--- config.mk ---
export PLATFORM = sky130hd
export DESIGN_NAME = echo_reply_tracker
export DESIGN_NICKNAME = d
export VERILOG_FILES = /design/src/hdl/ert_pkg.sv /design/src/hdl/echo_reply_tracker.sv /design/src/hdl/ert_ram.sv
export SDC_FILE = /design/constraint.sdc
export NUM_CORES = 2
export LEC_CHECK = 0
export BUFFER_PORTS_ARGS = -buffer_cell sky130_fd_sc_hd__buf_2
export CAP_MARGIN = 25
export CORE_ASPECT_RATIO = 1.5
export CORE_MARGIN = 2
export CORE_UTILIZATION = 55
export DETAILED_ROUTE_END_ITERATION = 16
export PLACE_DENSITY = 0.73
export SLEW_MARGIN = 20
export SYNTH_ARGS = -nofsm -noshare
export SYNTH_HDL_FRONTEND = slang
export SYNTH_HIERARCHICAL = 1
export SYNTH_SLANG_ARGS = --single-unit
--- constraint.sdc ---
create_clock -name i_clk -period 12.11 [get_ports i_clk]
set_input_delay 0.6055 -clock i_clk [delete_from_list [all_inputs] [get_ports i_clk]]
set_output_delay 0.6055 -clock i_clk [all_outputs]
set_load 0.02 [all_outputs]
--- src/hdl/ert_pkg.sv ---
// Package for the echo reply tracker: field widths, codes, FSM states and
// the saturating counter helper.
// No dependencies.
package ert_pkg;

    // Default sizing of the duplicate bitmap
    localparam int DUP_WINDOW_DEF  = 1024;
    localparam int BITMAP_WORD_DEF = 32;

    // Field widths
    localparam int MODE_W     = 2;
    localparam int SEQ_W      = 16;
    localparam int SEC_W      = 16;
    localparam int USEC_W     = 20;
    localparam int TRIP_W     = 30;
    localparam int CNT_W      = 32;
    localparam int SUM_W      = 48;
    localparam int REQ_W      = 31;
    localparam int USEC_Q_W   = 14;
    localparam int APB_ADDR_W = 3;
    localparam int APB_DATA_W = 32;

    // Seconds to 100 us units
    localparam logic [13:0] SEC_SCALE = 14'd10000;

    // usec / 100 as multiply by reciprocal, exact for 20-bit inputs
    localparam int          USEC_SHIFT = 27;
    localparam int          USEC_RCP_W = 21;
    localparam logic [USEC_RCP_W-1:0] USEC_RECIP =
        USEC_RCP_W'((64'd1 << USEC_SHIFT) / 100 + 1);

    // Shift and width of the reciprocals used for constant divides of 16-bit values
    localparam int RECIP_SHIFT = 32;
    localparam int RECIP_W     = 33;

    // Register indexes on the configuration port
    localparam logic REG_REQUEST_COUNT = 1'b0;
    localparam logic REG_PROBE_MODE    = 1'b1;

    typedef enum logic [MODE_W-1:0] {
        MODE_START   = 2'd0,
        MODE_SEND    = 2'd1,
        MODE_REPLY   = 2'd2,
        MODE_TIMEOUT = 2'd3
    } t_mode;

    typedef enum logic [2:0] {
        ST_CLEAR,
        ST_IDLE,
        ST_START,
        ST_DIV,
        ST_POS,
        ST_WIDX,
        ST_READ,
        ST_COMMIT
    } t_state;

    // Increment that holds at all ones
    function automatic logic [CNT_W-1:0] sat_inc(input logic [CNT_W-1:0] v);
        return (&v) ? v : v + 1'b1;
    endfunction

endpackage

--- src/hdl/echo_reply_tracker.sv ---
// Echo reply tracker: sequence issue, duplicate detection and trip statistics.
// Send, reply and timeout words step through ST_DIV, ST_POS, ST_WIDX, ST_READ and
// ST_COMMIT; a new word is taken only once the last has committed its result. Start
// word: result from ST_START, then a bitmap clear of WORD_COUNT words (32 by default)
// over the RAM, one word per cycle, input stalled meanwhile. Reset: synchronous, active
// low; the same bitmap clear runs after reset before the first input word is taken.
module echo_reply_tracker #(
    parameter int DUP_WINDOW  = ert_pkg::DUP_WINDOW_DEF,
    parameter int BITMAP_WORD = ert_pkg::BITMAP_WORD_DEF
) (
    input  logic                           i_clk,
    input  logic                           i_rst_n,
    // Input channel
    input  logic                           i_in_valid,
    output logic                           o_in_stall,
    input  logic [ert_pkg::MODE_W-1:0]     i_mode,
    input  logic [ert_pkg::SEQ_W-1:0]      i_reply_seq,
    input  logic [ert_pkg::SEC_W-1:0]      i_elapsed_sec,
    input  logic [ert_pkg::USEC_W-1:0]     i_elapsed_usec,
    // Result channel
    output logic                           o_out_valid,
    input  logic                           i_out_stall,
    output logic [ert_pkg::SEQ_W-1:0]      o_send_seq,
    output logic [ert_pkg::TRIP_W-1:0]     o_trip_time,
    output logic                           o_is_duplicate,
    output logic                           o_target_done,
    output logic [ert_pkg::CNT_W-1:0]      o_sent_total,
    output logic [ert_pkg::CNT_W-1:0]      o_received_total,
    output logic [ert_pkg::CNT_W-1:0]      o_repeat_total,
    output logic [ert_pkg::CNT_W-1:0]      o_min_trip,
    output logic [ert_pkg::CNT_W-1:0]      o_max_trip,
    output logic [ert_pkg::SUM_W-1:0]      o_trip_sum,
    // Configuration port
    input  logic                           psel,
    input  logic                           penable,
    input  logic                           pwrite,
    input  logic [ert_pkg::APB_ADDR_W-1:0] paddr,
    input  logic [ert_pkg::APB_DATA_W-1:0] pwdata,
    output logic [ert_pkg::APB_DATA_W-1:0] prdata,
    output logic                           pready
);

    import ert_pkg::*;

    localparam int WORD_COUNT = (DUP_WINDOW + BITMAP_WORD - 1) / BITMAP_WORD;
    localparam int AW         = (WORD_COUNT > 1) ? $clog2(WORD_COUNT) : 1;
    localparam int BW         = $clog2(BITMAP_WORD);
    localparam int PW         = $clog2(DUP_WINDOW);
    localparam int Q_MAX      = ((1 << SEQ_W) - 1) / DUP_WINDOW;
    localparam int QW         = (Q_MAX > 0) ? $clog2(Q_MAX + 1) : 1;
    localparam int SEQ_PROD_W = SEQ_W + RECIP_W;
    localparam int POS_PROD_W = PW + RECIP_W;
    localparam int USEC_PROD_W = USEC_W + USEC_RCP_W;

    // Reciprocals for the window and word divides (exact for 16-bit dividends)
    localparam logic [RECIP_W-1:0] SEQ_RECIP =
        RECIP_W'((64'd1 << RECIP_SHIFT) / DUP_WINDOW + 1);
    localparam logic [RECIP_W-1:0] BIT_RECIP =
        RECIP_W'((64'd1 << RECIP_SHIFT) / BITMAP_WORD + 1);

    // FSM and clear sweep
    t_state r_state, n_state;
    logic [AW-1:0] r_clr_addr;

    // Captured input word and stage registers
    t_mode                r_mode;
    logic [SEQ_W-1:0]     r_seq;
    logic [SEC_W-1:0]     r_sec;
    logic [USEC_W-1:0]    r_usec;
    logic [QW-1:0]        r_q;
    logic [TRIP_W-1:0]    r_sec_prod;
    logic [USEC_Q_W-1:0]  r_usec_q;
    logic [PW-1:0]        r_pos;
    logic [TRIP_W-1:0]    r_trip;
    logic [AW-1:0]        r_widx;
    logic [BW-1:0]        r_bit;

    // Statistics
    logic [CNT_W-1:0] r_sent, r_recv, r_rep, r_min, r_max;
    logic [CNT_W-1:0] n_sent, n_recv, n_rep, n_min, n_max;
    logic [REQ_W-1:0] r_remain, n_remain;
    logic [SUM_W-1:0] r_sum, n_sum;

    // Configuration
    logic [REQ_W-1:0] r_request_count;
    logic             r_probe_mode;

    // Output register
    logic              r_out_valid;
    logic [SEQ_W-1:0]  r_out_seq;
    logic [TRIP_W-1:0] r_out_trip;
    logic              r_out_dup;
    logic              r_out_done;
    logic              n_dup, n_done;

    // Datapath
    logic [SEQ_PROD_W-1:0]  w_seq_prod;
    logic [SEQ_W:0]         w_qd;
    logic [SEQ_W:0]         w_pos_full;
    logic [POS_PROD_W-1:0]  w_pos_prod;
    logic [PW:0]            w_widx_bw;
    logic [PW:0]            w_bit_full;
    logic [USEC_PROD_W-1:0] w_usec_prod;
    logic [SUM_W:0]         w_sum_add;
    logic [REQ_W-1:0]       w_remain_dec;
    logic                   w_bit_set;
    logic [BITMAP_WORD-1:0] w_mask;

    // Control
    logic                   w_out_free;
    logic                   w_commit;
    logic                   w_cfg_write;
    logic                   w_ram_we;
    logic [AW-1:0]          w_ram_waddr;
    logic [BITMAP_WORD-1:0] w_ram_wdata;
    logic [BITMAP_WORD-1:0] w_ram_rdata;

    // Duplicate bitmap
    ert_ram #(
        .WIDTH (BITMAP_WORD),
        .DEPTH (WORD_COUNT)
    ) u_bitmap (
        .i_clk     (i_clk),
        .i_we      (w_ram_we),
        .i_wr_addr (w_ram_waddr),
        .i_wr_data (w_ram_wdata),
        .i_rd_addr (r_widx),
        .o_rd_data (w_ram_rdata)
    );

    // Quotient, window position, word index and bit index
    assign w_seq_prod = SEQ_PROD_W'(r_seq) * SEQ_PROD_W'(SEQ_RECIP);
    assign w_qd       = (SEQ_W + 1)'(r_q) * (SEQ_W + 1)'(DUP_WINDOW);
    assign w_pos_full = (SEQ_W + 1)'(r_seq) - w_qd;
    assign w_pos_prod = POS_PROD_W'(r_pos) * POS_PROD_W'(BIT_RECIP);
    assign w_widx_bw  = (PW + 1)'(r_widx) * (PW + 1)'(BITMAP_WORD);
    assign w_bit_full = (PW + 1)'(r_pos) - w_widx_bw;

    // Elapsed time to trip units
    assign w_usec_prod = USEC_PROD_W'(r_usec) * USEC_PROD_W'(USEC_RECIP);

    // Commit-time arithmetic
    assign w_sum_add    = {1'b0, r_sum} + (SUM_W + 1)'(r_trip);
    assign w_remain_dec = (r_remain != '0) ? r_remain - 1'b1 : '0;
    assign w_bit_set    = w_ram_rdata[r_bit];
    assign w_mask       = BITMAP_WORD'(1) << r_bit;

    assign w_out_free  = !r_out_valid || !i_out_stall;
    assign w_cfg_write = psel && penable && pwrite && pready;

    // Next state
    always_comb begin
        n_state = r_state;
        unique case (r_state)
            ST_CLEAR: begin
                if (r_clr_addr == AW'(WORD_COUNT - 1)) begin
                    n_state = ST_IDLE;
                end
            end
            ST_IDLE: begin
                if (i_in_valid) begin
                    n_state = (t_mode'(i_mode) == MODE_START) ? ST_START : ST_DIV;
                end
            end
            ST_START: begin
                if (w_out_free) begin
                    n_state = ST_CLEAR;
                end
            end
            ST_DIV:  n_state = ST_POS;
            ST_POS:  n_state = ST_WIDX;
            ST_WIDX: n_state = ST_READ;
            ST_READ: n_state = ST_COMMIT;
            ST_COMMIT: begin
                if (w_out_free) begin
                    n_state = ST_IDLE;
                end
            end
            default: n_state = ST_IDLE;
        endcase
    end

    // Outputs of the FSM: handshake, RAM write and next statistics
    always_comb begin
        o_in_stall  = (r_state != ST_IDLE);
        w_commit    = 1'b0;
        w_ram_we    = 1'b0;
        w_ram_waddr = r_widx;
        w_ram_wdata = w_ram_rdata;
        n_sent      = r_sent;
        n_recv      = r_recv;
        n_rep       = r_rep;
        n_remain    = r_remain;
        n_min       = r_min;
        n_max       = r_max;
        n_sum       = r_sum;
        n_dup       = 1'b0;
        n_done      = 1'b0;
        unique case (r_state)
            ST_CLEAR: begin
                w_ram_we    = 1'b1;
                w_ram_waddr = r_clr_addr;
                w_ram_wdata = '0;
            end
            ST_START: begin
                w_commit = w_out_free;
                n_sent   = '0;
                n_recv   = '0;
                n_rep    = '0;
                n_remain = r_request_count;
                n_min    = '1;
                n_max    = '0;
                n_sum    = '0;
            end
            ST_COMMIT: begin
                w_commit = w_out_free;
                case (r_mode)
                    MODE_SEND: begin
                        w_ram_we    = w_out_free;
                        w_ram_wdata = w_ram_rdata & ~w_mask;
                        n_sent      = sat_inc(r_sent);
                    end
                    MODE_REPLY: begin
                        w_ram_we    = w_out_free;
                        w_ram_wdata = w_ram_rdata | w_mask;
                        n_sum       = w_sum_add[SUM_W] ? '1 : w_sum_add[SUM_W-1:0];
                        if (CNT_W'(r_trip) < r_min) begin
                            n_min = CNT_W'(r_trip);
                        end
                        if (CNT_W'(r_trip) > r_max) begin
                            n_max = CNT_W'(r_trip);
                        end
                        if (w_bit_set) begin
                            n_rep = sat_inc(r_rep);
                            n_dup = 1'b1;
                        end else begin
                            n_recv   = sat_inc(r_recv);
                            n_remain = w_remain_dec;
                            n_done   = (w_remain_dec == '0) || r_probe_mode;
                        end
                    end
                    MODE_TIMEOUT: begin
                        n_remain = w_remain_dec;
                        n_done   = (w_remain_dec == '0);
                    end
                    default: begin
                        n_remain = r_remain;
                    end
                endcase
            end
            default: begin
                w_commit = 1'b0;
            end
        endcase
    end

    // FSM, clear sweep and statistics
    always_ff @(posedge i_clk) begin
        if (!i_rst_n) begin
            r_state    <= ST_CLEAR;
            r_clr_addr <= '0;
            r_sent     <= '0;
            r_recv     <= '0;
            r_rep      <= '0;
            r_remain   <= '0;
            r_min      <= '1;
            r_max      <= '0;
            r_sum      <= '0;
        end else begin
            r_state <= n_state;
            if (r_state == ST_CLEAR) begin
                r_clr_addr <= (r_clr_addr == AW'(WORD_COUNT - 1)) ? '0 : r_clr_addr + 1'b1;
            end
            if (w_commit) begin
                r_sent   <= n_sent;
                r_recv   <= n_recv;
                r_rep    <= n_rep;
                r_remain <= n_remain;
                r_min    <= n_min;
                r_max    <= n_max;
                r_sum    <= n_sum;
            end
        end
    end

    // Capture the input word and advance the datapath stages
    always_ff @(posedge i_clk) begin
        if (r_state == ST_IDLE && i_in_valid) begin
            r_mode <= t_mode'(i_mode);
            r_seq  <= (t_mode'(i_mode) == MODE_SEND) ? r_sent[SEQ_W-1:0] + 1'b1
                                                     : i_reply_seq;
            r_sec  <= i_elapsed_sec;
            r_usec <= i_elapsed_usec;
        end
        if (r_state == ST_DIV) begin
            r_q        <= w_seq_prod[RECIP_SHIFT +: QW];
            r_sec_prod <= TRIP_W'(r_sec) * TRIP_W'(SEC_SCALE);
            r_usec_q   <= w_usec_prod[USEC_SHIFT +: USEC_Q_W];
        end
        if (r_state == ST_POS) begin
            r_pos  <= w_pos_full[PW-1:0];
            r_trip <= r_sec_prod + TRIP_W'(r_usec_q);
        end
        if (r_state == ST_WIDX) begin
            r_widx <= w_pos_prod[RECIP_SHIFT +: AW];
        end
        if (r_state == ST_READ) begin
            r_bit <= w_bit_full[BW-1:0];
        end
    end

    // Output register: load on commit, drop when taken
    always_ff @(posedge i_clk) begin
        if (!i_rst_n) begin
            r_out_valid <= 1'b0;
        end else if (w_commit) begin
            r_out_valid <= 1'b1;
        end else if (!i_out_stall) begin
            r_out_valid <= 1'b0;
        end
    end

    always_ff @(posedge i_clk) begin
        if (w_commit) begin
            r_out_seq  <= (r_state == ST_COMMIT && r_mode == MODE_SEND) ? r_seq : '0;
            r_out_trip <= (r_state == ST_COMMIT && r_mode == MODE_REPLY) ? r_trip : '0;
            r_out_dup  <= n_dup;
            r_out_done <= n_done;
        end
    end

    assign o_out_valid      = r_out_valid;
    assign o_send_seq       = r_out_seq;
    assign o_trip_time      = r_out_trip;
    assign o_is_duplicate   = r_out_dup;
    assign o_target_done    = r_out_done;
    assign o_sent_total     = r_sent;
    assign o_received_total = r_recv;
    assign o_repeat_total   = r_rep;
    assign o_min_trip       = r_min;
    assign o_max_trip       = r_max;
    assign o_trip_sum       = r_sum;

    // Configuration registers
    always_ff @(posedge i_clk) begin
        if (!i_rst_n) begin
            r_request_count <= REQ_W'(4);
            r_probe_mode    <= 1'b0;
        end else if (w_cfg_write) begin
            unique case (paddr[2])
                REG_REQUEST_COUNT: r_request_count <= pwdata[REQ_W-1:0];
                REG_PROBE_MODE:    r_probe_mode    <= pwdata[0];
                default:           r_probe_mode    <= r_probe_mode;
            endcase
        end
    end

    // Register readback
    always_comb begin
        unique case (paddr[2])
            REG_REQUEST_COUNT: prdata = APB_DATA_W'(r_request_count);
            REG_PROBE_MODE:    prdata = APB_DATA_W'(r_probe_mode);
            default:           prdata = '0;
        endcase
    end

    assign pready = 1'b1;

endmodule

--- src/hdl/ert_ram.sv ---
// Generic simple dual-port RAM: one write port, one read port with
// registered read data. No dependencies.
module ert_ram #(
    parameter int WIDTH = 32,
    parameter int DEPTH = 32
) (
    input  logic                                         i_clk,
    input  logic                                         i_we,
    input  logic [((DEPTH > 1) ? $clog2(DEPTH) : 1)-1:0] i_wr_addr,
    input  logic [WIDTH-1:0]                             i_wr_data,
    input  logic [((DEPTH > 1) ? $clog2(DEPTH) : 1)-1:0] i_rd_addr,
    output logic [WIDTH-1:0]                             o_rd_data
);

    logic [WIDTH-1:0] r_mem [DEPTH];

    // Write and registered read
    always_ff @(posedge i_clk) begin
        if (i_we) begin
            r_mem[i_wr_addr] <= i_wr_data;
        end
        o_rd_data <= r_mem[i_rd_addr];
    end

endmodule
After elaboration in Yosys (flattened, before gate mapping). Memory sizes are Yosys's and may differ from the RTL's. A register that Yosys moved wholly into a read port is not among the register bits. Index checks and enable logic that the tools add are counted.

Output and inout bits: 291. Input bits: 96. Logic and storage cells: 155. RAM bits: 1024. Register bits: 472. Memories kept: 1.

Magnitude comparators: 3. $add $sub $neg: 10. Multiplexer cells: 48. Multipliers: 3. Equality and inequality tests: 29. Shifts and indexed selects: 1. Bitwise gates (word level): 4. Reductions and logical operators: 30.

Memory list: u_bitmap.r_mem (depth 32, width 32, rd ports 1, clocked after memory_dff 1, wr ports 1, RTL line ert_ram.sv:15) `logic [WIDTH-1:0] r_mem [DEPTH];`.

Operators with widths (number): $pmux 32 s2 (8); $mux 32 (12); $pmux 31 s2 (2); $add 32x1->32 const B (3); $mux 48 (2); $pmux 48 s2 (1); $reduce_and 32->1 (3); $mux 31 (2); $add 48x30->49 (1); $mul 20x20->40 const B (1); $mul 10x28->37 const B (1); $and 32x32->32 (1); $gt 30x32->1 (1); $lt 30x32->1 (1); $not 32->32 (1); $or 32x32->32 (1); $shl 1x5->32 const A (1); $logic_not 31->1 (1); $reduce_bool 31->1 (1); $sub 31x1->31 const B (1); $add 30x14->30 (1); $mul 16x10->26 const B (1); $pmux 3 s8 (1); $ne 2x2->1 const B (11); 32 further kinds (69).

Depth between registers and ports, before layout.
Depth in word-level cells: 6. Gate-level depth with buffers: 23. Depth with buffers taken out: 23.

Cells and area by module. Netlist, hierarchy kept.

Modules (own cells, without submodules): ert_ram (cells an instance 2260, area each 40492.6 µm², times used 1, seq. area each 31390.1 µm²); echo_reply_tracker (cells an instance 3655, area each 33917.5 µm², times used 1, seq. area each 11310.8 µm²).

Worst setup path after synthesis. Ideal clock, no wire load.

Path kind: reg-to-reg. From: reg r_usec[11]. To: reg r_usec_q[13], data pin. Library setup time: 0.260 ns. Path buffers: 0. Required time: 11.850 ns. Setup slack: 5.984 ns. Period minus slack after synthesis: 6.126 ns. Stages on the path, launching flop included: 21. Data arrival time: 5.866 ns. Cell sequence: edfxtp_1 -> ha_1 -> fa_1 -> inv_1 -> fa_1 -> inv_1 -> fa_1 -> fa_1 -> fa_1 -> inv_1 -> fa_1 -> inv_1 -> ha_1 -> a211o_1 -> a21oi_1 -> o21ai_0 -> o31ai_1 -> a21oi_1 -> a211o_1 -> a31oi_1 -> xnor2_1.

Cells in the longest elaborated chain, start to end: 1.

Ends and longest elaborated chain: start, declared (RTL line echo_reply_tracker.sv:69) `logic [USEC_W-1:0] r_usec;`; start signal, assigned (RTL line echo_reply_tracker.sv:293) `r_usec <= i_elapsed_usec;`; $mul 20x20->40 (RTL line echo_reply_tracker.sv:140) `assign w_usec_prod = USEC_PROD_W'(r_usec) * USEC_PROD_W'(USEC_RECIP);`; named net w_usec_prod[40] (RTL line echo_reply_tracker.sv:103) `logic [USEC_PROD_W-1:0] w_usec_prod;`; end signal, assigned (RTL line echo_reply_tracker.sv:298) `r_usec_q <= w_usec_prod[USEC_SHIFT +: USEC_Q_W];`; end, declared (RTL line echo_reply_tracker.sv:72) `logic [USEC_Q_W-1:0] r_usec_q;`.

The timed path passes the listed nets, and every way through them passes these cells. A chain may end at the register's enable or synchronous reset.

Worst setup path in the final report.
From: reg r_usec[11]. To: reg r_usec_q[11], data pin.

The elaborated chain is that of the path after synthesis.

==> reports/qor.yml <==
critical_path:
  worst_setup_path_start_kind: "flip-flop"
  crit_arrival_ps: 7640
  end_kind: "flip-flop"
  crit_type: "reg -> reg"
  path_max_fanout: 9
  required_ps: 12630
timing:
  slew_headroom_pct: 29.4
  slew_violations: 0
  skew_ps: 47.7
  hold_viol: 0
  fin_crit_ps: 7120
  min_period_over_period_pct: 58.8
  setup_viol: 0
  rsz0062_at_grt: "no"
  fmax_mhz: 141
  tns_ps: 0
  worstMarginPinSlew_ps: 1060
global_routing:
  grt_overflow: 0
  grt_first_pass_wirelength_mm: 286
  grt_max_degree: 129
  grt_pass1_vias: 48221
  grt_antenna_before_repair: 2
  track_usage_pct: 27.2
cts:
  clockBufferDepth: 3
  tritoncts: "built"
  hold_buffers: 36
  cts.htree.levels: 4
  cts_resized: 0
  cts_setup_buffers: 0
  clk_pin_slew_worst_paths_ps: 60
  clkSinkCount: 1525
  cts_made_buffers: 143
  clockRootBuffer: "clkbuf_16"
  clk_latency_ps: 800
synthesis:
  synthArstFlopShare_pct: 0
  synthFlopType: "edfxtp_1"
  synth-edff-count: 1216
  yosys-mux-area-fraction_pct: 7.71
  synth_top_family_by_area: "adder cells"
  yosys.area.top_type: "edfxtp_1"
  synth_area_um2: 74400
  netlist_top_cells_area: "edfxtp_1, dfxtp_1, mux2i_1"
  ys_ff_latch: 1525
  synth_cells: 5915
  ys_warn_count: 6
  synthAdderAreaFrac_pct: 11.6
  synth_top_area_share_pct: 49.1
  avgSynthCellArea_um2: 12.6
  synth_compound_area_share_pct: 8.52
  synthSimpleGateAreaFrac_pct: 8.59
  synth_xor_area_share_pct: 1.99
  ys_seq_area_share_pct: 57.4
  yosysUniqueCellTypes: 80
power:
  peakVddDrop_mv: 0.149
  power_density_nw_per_um2: 123
  finalPower_w: 0.0103
  p_leak_nw: 34.2
placement:
  io_buffers: 379
  hpwl_mm: 119
  finalWeightedCongestion: 0.926
  dp.cells: 7872
cells_and_area:
  drive_gt1_share_pct: 12.7
  final_common_cell: "edfxtp_1"
  area_growth_syn_to_layout_pct: 12.4
  layout.cells.non_filler: 8180
  layout.nets: 6983
  mostFrequentLayoutCells: "edfxtp_1, mux2i_1, inv_1"
  final_core_util_pct: 62.1
  fillers: 10137
floorplanning:
  core_um2: 135000
  die_x_um: 304
  die_y_um: 454
  io_pins: 387
  dieArea_um2: 138000
  start_util_pct: 55.3
  num_rows: 165
drt:
  num_vias: 48818
  vias_per_cell: 5.97
  firstDrtPassIters: 6
  routed-wl-met2_mm: 95.0
  drtIter0Drc: 4477
  top_layer: "met4"
  drc: 0
  wl_mm: 191
  drtAntennaViolNets: 0
  wl_met3_mm: 13.2
  wirelength_met1_mm: 72.4
  routedWlPerCell_um: 23.3
min_path:
  hold_path_class: "in -> reg"
status:
  status: "finished, final reports clean"
job:
  cap_viol_max_count: 0
worst paths after layout:
kind / start / to / slack (ps) / cells after the start
worst max-delay path: r_usec[11]$_DFFE_PP_ / r_usec_q[11]$_DFFE_PN_ / 4990 / 20
worst min-delay path: pwdata[9] / r_request_count[9]$_SDFFE_PN0P_ / 60 / 3
worst max register to register: r_usec[11]$_DFFE_PP_ / r_usec_q[11]$_DFFE_PN_ / 4990 / 20
worst min register to register: r_pos[1]$_DFFE_PP_ / r_bit[1]$_DFFE_PP_ / 430 / 0
Yosys cell counts (17+ instances only):
library cell,count
buf_4,39
edfxtp_1,1216
o211ai_1,21
o21ai_0,156
a31oi_1,50
a22oi_1,107
buf_2,44
nand2b_1,22
xnor2_1,87
a21o_1,71
xor2_1,82
or3_1,33
nor2_1,259
a21oi_1,310
mux2i_1,546
and2_1,17
nand3_1,220
nor3_1,87
inv_1,470
nand2_1,456
a21boi_0,30
a22o_1,64
clkbuf_1,167
nor2b_1,52
ha_1,399
fa_1,181
o22a_1,30
a211oi_1,21
nand4_1,55
dfxtp_1,309
and3_1,86
worst max-delay path, stage by stage (launching register included):
cell      delay [ps]
edfxtp_1         800
ha_1             410
fa_1             570
inv_1             70
fa_1             510
inv_1             50
fa_1             470
fa_1             540
fa_1             580
inv_1             60
fa_1             500
inv_1             40
ha_1             210
a211o_1          290
a21oi_1          160
o21ai_0          140
o31ai_1          540
a21oi_1          290
a211oi_1         380
o21ba_2          190
xnor2_1           60
power breakdown:
part	switching, W	total (W)	internal, W
clock network	0.00199	0.00453	0.00255
logic	0.000103	0.000146	0.0000429
registers	0.0000131	0.00564	0.00563
total	0.00210	0.0103	0.00822
state kept, by name (all words and copies together) (netlist names), 30 cells and up:
name,cells
u_bitmap/r_mem,1024
r_trip,30
u_bitmap/o_rd_data,32
r_request_count,31
o_received_total,32
o_min_trip,31
o_trip_time,30
o_max_trip,30
r_remain,31
o_trip_sum,48
o_sent_total,32
o_repeat_total,32
through the flow:
stage	area [um^2]	worst slack [ps]	hold WS (ps)
6_report	83600	4990	58.4
5_1_grt	83600	4730	55.1
3_5_place_dp	78400	4890	408
3_3_place_gp	78300	4900	405
4_1_cts	83500	4840	22.2
2_1_floorplan	74400	5980	400
layer usage:
layer  track usage (%)  vias up
li1                  -    22315
met3              4.24      465
met4              14.0        0
met1              32.7    24116
met5                 0        -
met2              47.4     1922
cell families after synthesis:
group | after synthesis
xor+xnor | 169
flops | 1525
buf+inv | 750
compound gates | 976
other cells | 2
mux | 559
fa+ha+maj | 580
simple gates | 1354
area by class of cell:
| type | count | area, um^2 | share of cell area, % |
|---|---|---|---|
| Antenna cell | 2 | 5.00 | 0.00598 |
| Clock buffer | 187 | 3960 | 4.73 |
| Clock inverter | 76 | 771 | 0.922 |
| Inverter | 470 | 1760 | 2.11 |
| Multi-Input combinational cell | 3642 | 29000 | 34.7 |
| Sequential cell | 1525 | 42700 | 51.1 |
| Tap cell | 1753 | 2190 | 2.62 |
| Timing Repair Buffer | 525 | 3230 | 3.87 |
Note: power is estimated with default switching activity, not from simulation.
